==> src/design/gbn_pkg.sv <==
// ----------------------------------------------------------------------------
// gbn_pkg
// Shared widths and defaults for the greedy box suppression block.
// ----------------------------------------------------------------------------
package gbn_pkg;

  localparam int unsigned MaxBoxesDef  = 64;
  localparam int unsigned CoordBitsDef = 16;

  localparam int unsigned FieldBits  = 16;
  localparam int unsigned ThreshBits = 17;
  localparam int unsigned IdxBits    = 6;
  localparam int unsigned InBits     = 5 * FieldBits;
  localparam int unsigned OutBits    = 8;

  localparam logic [ThreshBits-1:0] ThreshReset = 17'd32768;

endpackage

==> src/design/gbn_iou.sv <==
// ----------------------------------------------------------------------------
// gbn_iou
// Five-stage pipelined overlap test: flags inter * 65536 > thresh * union.
// ----------------------------------------------------------------------------
module gbn_iou #(
  parameter int unsigned COORD_BITS = gbn_pkg::CoordBitsDef
) (
  input  logic                              clk_i,
  input  logic                              rst_ni,
  input  logic                              start_i,
  input  logic [4*COORD_BITS-1:0]           box_a_i,
  input  logic [4*COORD_BITS-1:0]           box_b_i,
  input  logic [gbn_pkg::ThreshBits-1:0]    thresh_i,
  output logic                              done_o,
  output logic                              supp_o
);

  localparam int unsigned CB = COORD_BITS;
  localparam int unsigned EB = CB + 1;           // edge and extent width
  localparam int unsigned AB = 2 * CB;           // area width
  localparam int unsigned IB = 2 * EB;           // intersection product width
  localparam int unsigned UB = 2 * CB + 1;       // union width
  localparam int unsigned LB = CB + 1;           // low slice of union
  localparam int unsigned HB = UB - LB;          // high slice of union
  localparam int unsigned TB = gbn_pkg::ThreshBits;
  localparam int unsigned RB = UB + TB;          // compare width

  logic [4:0] vld_q;

  logic [CB-1:0] la, ta, wa, ha, lb, tb, wb, hb;
  logic [EB-1:0] ra, ba, rb, bb, rmin, lmax, bmin, tmax;

  logic [EB-1:0] iw_q, ih_q;
  logic [CB-1:0] wa_q, ha_q, wb_q, hb_q;
  logic [IB-1:0] inter2_q;
  logic [AB-1:0] area_a_q, area_b_q;
  logic [IB-1:0] inter3_q;
  logic [UB-1:0] uni_q;
  logic [IB-1:0] inter4_q;
  logic [LB+TB-1:0] plo_q;
  logic [HB+TB-1:0] phi_q;
  logic supp_q;
  logic [RB-1:0] rhs, lhs;

  // unpack and form the overlap window
  always_comb begin
    la = box_a_i[0*CB +: CB];
    ta = box_a_i[1*CB +: CB];
    wa = box_a_i[2*CB +: CB];
    ha = box_a_i[3*CB +: CB];
    lb = box_b_i[0*CB +: CB];
    tb = box_b_i[1*CB +: CB];
    wb = box_b_i[2*CB +: CB];
    hb = box_b_i[3*CB +: CB];
    ra = EB'(la) + EB'(wa);
    ba = EB'(ta) + EB'(ha);
    rb = EB'(lb) + EB'(wb);
    bb = EB'(tb) + EB'(hb);
    rmin = (ra < rb) ? ra : rb;
    bmin = (ba < bb) ? ba : bb;
    lmax = (la > lb) ? EB'(la) : EB'(lb);
    tmax = (ta > tb) ? EB'(ta) : EB'(tb);
  end

  // track the item through the stages
  always_ff @(posedge clk_i or negedge rst_ni) begin
    if (!rst_ni) begin
      vld_q <= '0;
    end else begin
      vld_q <= {vld_q[3:0], start_i};
    end
  end

  // datapath stages
  always_ff @(posedge clk_i) begin
    iw_q <= (rmin > lmax) ? rmin - lmax : '0;
    ih_q <= (bmin > tmax) ? bmin - tmax : '0;
    wa_q <= wa;
    ha_q <= ha;
    wb_q <= wb;
    hb_q <= hb;

    inter2_q <= IB'(iw_q) * IB'(ih_q);
    area_a_q <= AB'(wa_q) * AB'(ha_q);
    area_b_q <= AB'(wb_q) * AB'(hb_q);

    uni_q    <= UB'(UB'(area_a_q) + UB'(area_b_q) - UB'(inter2_q));
    inter3_q <= inter2_q;

    plo_q    <= (LB+TB)'(uni_q[LB-1:0]) * (LB+TB)'(thresh_i);
    phi_q    <= (HB+TB)'(uni_q[UB-1:LB]) * (HB+TB)'(thresh_i);
    inter4_q <= inter3_q;

    supp_q <= lhs > rhs;
  end

  // recombine the split product and compare
  always_comb begin
    rhs = (RB'(phi_q) << LB) + RB'(plo_q);
    lhs = RB'(inter4_q) << 16;
  end

  assign done_o = vld_q[4];
  assign supp_o = supp_q;

endmodule

==> config.mk <==
export PLATFORM = sky130hd
export DESIGN_NAME = gbn_iou
export DESIGN_NICKNAME = d
export VERILOG_FILES = /design/src/design/gbn_pkg.sv /design/src/design/gbn_iou.sv
export SDC_FILE = /design/constraint.sdc
export NUM_CORES = 2
export LEC_CHECK = 0
export BUFFER_PORTS_ARGS = -buffer_cell sky130_fd_sc_hd__buf_2
export CORE_UTILIZATION = 65
export DETAILED_ROUTE_END_ITERATION = 8
export GPL_ROUTABILITY_DRIVEN = 0
export PLACE_DENSITY = 0.88
export SKIP_CTS_REPAIR_TIMING = 1
export SLEW_MARGIN = 20
export SYNTH_ARGS = -nofsm -noshare
export SYNTH_HDL_FRONTEND = slang
export SYNTH_SLANG_ARGS = --single-unit
==> constraint.sdc <==
create_clock -name clk_i -period 19.67 [get_ports clk_i]
set_clock_uncertainty 0.1 [all_clocks]
set_input_delay 0 -clock clk_i [delete_from_list [all_inputs] [get_ports clk_i]]
set_output_delay 0 -clock clk_i [all_outputs]
set_load 0.005 [all_outputs]
== Word-level counts from Yosys, hierarchy flattened ==
Index checks and enable logic that the tools add are counted.

* Input bits: 148
* Register bits: 370
* Logic and storage cells: 41
* Output and inout port bits: 2

* $lt $le $gt $ge: 7
* Add/subtract/negate cells: 9
* Multiply operators: 5
* Multiplexer cells: 4

{| class="wikitable"
|+ Operators by type and width
! cell !! count
|-
| $add 16x16->17 || 4
|-
| $mul 17x17->34 || 2
|-
| $mul 16x16->32 || 2
|-
| $add 50x34->50 || 1
|-
| $gt 50x50->1 || 1
|-
| $gt 17x16->1 || 2
|-
| $lt 17x17->1 || 2
|-
| $mux 17 || 2
|-
| $sub 17x16->17 || 2
|-
| $add 32x32->33 || 1
|-
| $mul 16x17->33 || 1
|-
| $sub 33x33->33 || 1
|-
| $gt 16x16->1 || 2
|-
| $mux 16 || 2
|}

== Depth between registers and ports, before layout ==
* Word-level depth: 4
* Gate-level depth with buffers: 30

== Worst setup path after synthesis ==
Ideal clock, no wire load.

* Kind: reg2reg
* From: register iw_q[14]
* To: register inter2_q[32]
* Path slack: 13,356 ps
* Data arrival time: 6,088 ps
* Cell stages (with the launch flop): 25
* Required time: 19,443 ps
* Library setup time: 127 ps
* Cell sequence: dfxtp_1 clkbuf_1 clkbuf_1 nand2_1 fa_1 inv_1 fa_1 inv_1 fa_1 inv_1 fa_1 fa_1 inv_1 fa_1 inv_1 ha_1 a21o_1 a21oi_1 o21bai_1 a21o_1 a211o_1 o21a_1 a211oi_1 o21ai_0 xor2_1

* Cells in the longest elaborated chain, start to end: 1

{| class="wikitable"
|+ RTL lines
! what !! RTL line !! source
|-
| start, declared || gbn_iou.sv:33 || <nowiki>logic [EB-1:0] iw_q, ih_q;</nowiki>
|-
| start signal, assigned || gbn_iou.sv:76 || <nowiki>iw_q <= (rmin > lmax) ? rmin - lmax : '0;</nowiki>
|-
| $mul 17x17->34 || gbn_iou.sv:83 || <nowiki>inter2_q <= IB'(iw_q) * IB'(ih_q);</nowiki>
|-
| end signal, assigned || gbn_iou.sv:83 ||
|-
| end, declared || gbn_iou.sv:35 || <nowiki>logic [IB-1:0] inter2_q;</nowiki>
|}

Every way passes these cells.
A chain may end at the register's enable or synchronous reset.

== Final worst setup path ==
* From: input box_b_i[49]
* To: register ih_q[13]

* Cells in the longest elaborated chain, start to end: 4
* Elaborated cells between the ends (all ways): 5
* Those cells by class: add/sub (2); order compare (2); mux (1)

{| class="wikitable"
|+ RTL lines
! what !! RTL line !! source
|-
| start, declared || gbn_iou.sv:12 || <nowiki>input logic [4*COORD_BITS-1:0] box_b_i,</nowiki>
|-
| $add 16x16->17 (*) || gbn_iou.sv:58 || <nowiki>bb = EB'(tb) + EB'(hb);</nowiki>
|-
| $lt 17x17->1 || gbn_iou.sv:60 || <nowiki>bmin = (ba < bb) ? ba : bb;</nowiki>
|-
| $mux 17 (*) || gbn_iou.sv:60 ||
|-
| $sub 17x16->17 or $gt 17x16->1 (tied branches) || gbn_iou.sv:77 || <nowiki>ih_q <= (bmin > tmax) ? bmin - tmax : '0;</nowiki>
|-
| end signal, assigned || gbn_iou.sv:77 ||
|-
| end, declared || gbn_iou.sv:33 ||
|}

Mark *: on every way between the ends. The rest lies on a longest branch, timed or not.

==> results.tsv <==
stage	metric	value	unit
synth	number of enable flip-flop cells after synthesis	0	
floorplan	core box area	95600	um2
timing	Final Max Slew Viols	0	
critical_path	worst endpoint data arrival time	8.23	ns
synth	sequential element share of the synthesized area	11.8	%
floorplan	Starting Density	66.1	%
cts	clock buffer depth	3	
route	Vias	50320	
worst_hold_path	min-delay worst type	in2reg	
finish	commonest non-fill, non-tap cells in the layout	1535 x inv_1, 1083 x fa_1, 852 x nand2_1	
route	post-route ant nets	0	
global_route	largest net degree at the start of global routing	34	
cts	clock edge transition at the registers on the reported setup and hold paths	0.06	ns
synth	prevailing post-synth register cell	dfxtp_1	
route	DRT Pass-1 Iters	8	
route	Vias/cell	5.94	
finish	most common cell after layout, fill and taps aside	inv_1	
global_route	total gr overflow	0	
floorplan	Core Rows	113	
critical_path	Crit. End Element	register	
cts	H-tree depth	2	
route	iteration-0 DRC count of the detailed router	4429	
cts	clock sink count	370	
cts	worst-skew pair later-pin latency	0.62	ns
floorplan	die area	98400	um2
flow_run	max cap viols	0	
global_route	Total Routing Usage GR	34.4	%
finish	# fillers	6570	
finish	share of cells above drive strength 1	3.72	%
cts	TritonCTS buffer count	43	
synth	asr flop ratio synth	1.35	%
synth	synthesized area	63100	um2
status	status	complete, but fails checks	
timing	final hold slack	-0.00978	ns
critical_path	Data required, critical path	20.03	ns
floorplan	num ports	150	
place	Buffers on Ports	149	
timing	Slew HR	24.1	%
synth	Syn Nets	9073	
synth	post-synth top area cell	fa_1	
timing	RSZ-0062 raised after global routing	false	
finish	nets@finish	9172	
critical_path	CP Launch Type	input port	
synth	syn avg cell area	8.93	um2
critical_path	Critical Path Max Stage Delay	0.63	ns
timing	Hold Vio Cnt, Final	2	
timing	Final Critical Period	7.88	ns
global_route	vias in the first global route	52994	
floorplan	Die Ht	314	um
synth	post-synth cell types	84	
timing	highest clock rate	127	MHz
global_route	antenna violations before repair	10	
place	Post-DP HPWL	127000	um
timing	slew of the pin with the lowest slew margin	1.14	ns
status	failing checks	hold timing	
synth	Ys Warns	0	
synth	synthesized flop and latch total	370	
cts	TritonCTS clock tree	yes	
critical_path	CP max FO	25	
route	Total Routed Length	171000	um
timing	Final setup viols	0	
cts	CTS root buf	clkbuf_16	
timing	final worst path period share	40.0	%
synth	synthesized netlist cell count	7069	
route	drt drc	0	
global_route	first-pass GRT wire length	269000	um
route	WL per Instance	20.1	um
synth	Yosys top cell area share	34.3	%
floorplan	Die W	314	um
critical_path	CP max-delay cell	a221oi_4	
finish	synth-to-layout area growth	6.51	%
synth	Synth area leaders	fa_1 34%, ha_1 15%, dfxtp_1 12%, inv_1 9.1%, and2_1 6.4%	
critical_path	WS Path Type	in2reg	
timing	setup TNS	0	ns
[critical path: cells and delay by family]
| family | cells | cell delay (ns) |
|---|---|---|
| AO/OA/AOI/OAI | 16 | 4.31 |
| AND/OR/NAND/NOR | 7 | 2.02 |
| adder cells (fa/ha/maj) | 3 | 0.93 |
| buffers and inverters | 2 | 0.70 |
| XOR/XNOR | 1 | 0.24 |
[per-layer routing]
metal	global-route usage, %	part of all wire, %
met2	56.6	46
met5	0	0.013
met3	6.47	10
met4	21.1	7.7
met1	42.0	36
[final timing paths]
| check | from | end | depth (start not counted) | slack [ns] |
|---|---|---|---|---|
| max in group asynchronous | rst_ni | vld_q[2] | 3 | 19.05 |
| worst min register to register | inter3_q[23] | inter4_q[23] | 0 | 0.22 |
| worst max register to register | uni_q[18] | phi_q[29] | 20 | 12.36 |
| worst max-delay path | box_b_i[49] | ih_q[13] | 29 | 11.79 |
| min in group asynchronous | rst_ni | vld_q[1] | 3 | 0.23 |
| worst min-delay path | box_a_i[44] | wa_q[12] | 2 | -0.01 |
[synthesized netlist by cell type, types with 6 or more instances]
cell type     n
inv_1      1535
fa_1       1083
nand2_1     852
ha_1        773
and2_1      641
dfxtp_1     365
a21oi_1     218
clkbuf_1    202
nor2_1      194
xnor2_1     194
o21ai_0     140
a21o_1      134
xor2_1       66
o21a_1       56
nand3_1      54
nor3_1       53
nand2b_1     42
nor2b_1      42
nand4_1      40
o21bai_1     39
mux2i_1      35
a211oi_1     34
and3_1       34
a31oi_1      20
o31ai_1      18
o211ai_1     17
or3_1        14
nor4_1       13
a31o_2       11
o31a_1       10
a21boi_0      9
a211o_1       8
o21ai_1       8
or2_2         6
[metrics by stage]
stage / instance area [um2] / utilization [%] / instances / hold slack (ns) / setup WS, ns
6_report: 67200 / 70.4 / 8475 / -0.00978 / 11.79
5_1_grt: 67200 / 70.3 / 8469 / 0.00164 / 11.43
4_1_cts: 66100 / 69.2 / 8357 / -0.901 / 12.54
3_5_place_dp: 64700 / 67.7 / 8280 / -0.284 / 12.08
3_3_place_gp: 64700 / 67.7 / 8280 / -0.288 / 12.24
2_1_floorplan: 63100 / - / 7069 / -0.396 / 13.36
[cell families (layout without fill, tap and decap cells)]
kind of cell | after synthesis | in the layout | share of synthesized area [%]
AND/OR/NAND/NOR | 2011 | 2011 | 15.6
flip-flops | 370 | 370 | 11.8
buffers and inverters | 1742 | 1873 | 10.4
AO/OA/AOI/OAI | 790 | 790 | 8.29
XOR/XNOR | 260 | 260 | 3.61
other | 0 | 10 | 0
adder cells (fa/ha/maj) | 1856 | 1856 | 49.7
multiplexers | 40 | 40 | 0.644
[registers in the layout (all words and copies together), names as in the netlist]
signal	flops
vld_q	5
phi_q	33
plo_q	34
wb_q	16
uni_q	33
hb_q	16
iw_q	17
area_a_q	32
inter3_q	34
inter2_q	34
ih_q	17
inter4_q	34
ha_q	16
supp_o	1
area_b_q	32
wa_q	16
[final cells by class]
cell class / count / area, um2 / area share (%)
well taps: 1265 / 1580 / 2.35
clock buffers: 52 / 1150 / 1.71
flip-flops and latches: 370 / 7430 / 11.1
inverters: 1535 / 5760 / 8.57
multi-input cells: 4957 / 49200 / 73.1
diodes: 10 / 25.0 / 0.0372
clock inverters: 25 / 284 / 0.422
repair buffers: 261 / 1860 / 2.76
Power is left out: the tool's default activity adds up to more than one toggle a clock period on the data nets, which glitch-free logic cannot reach.
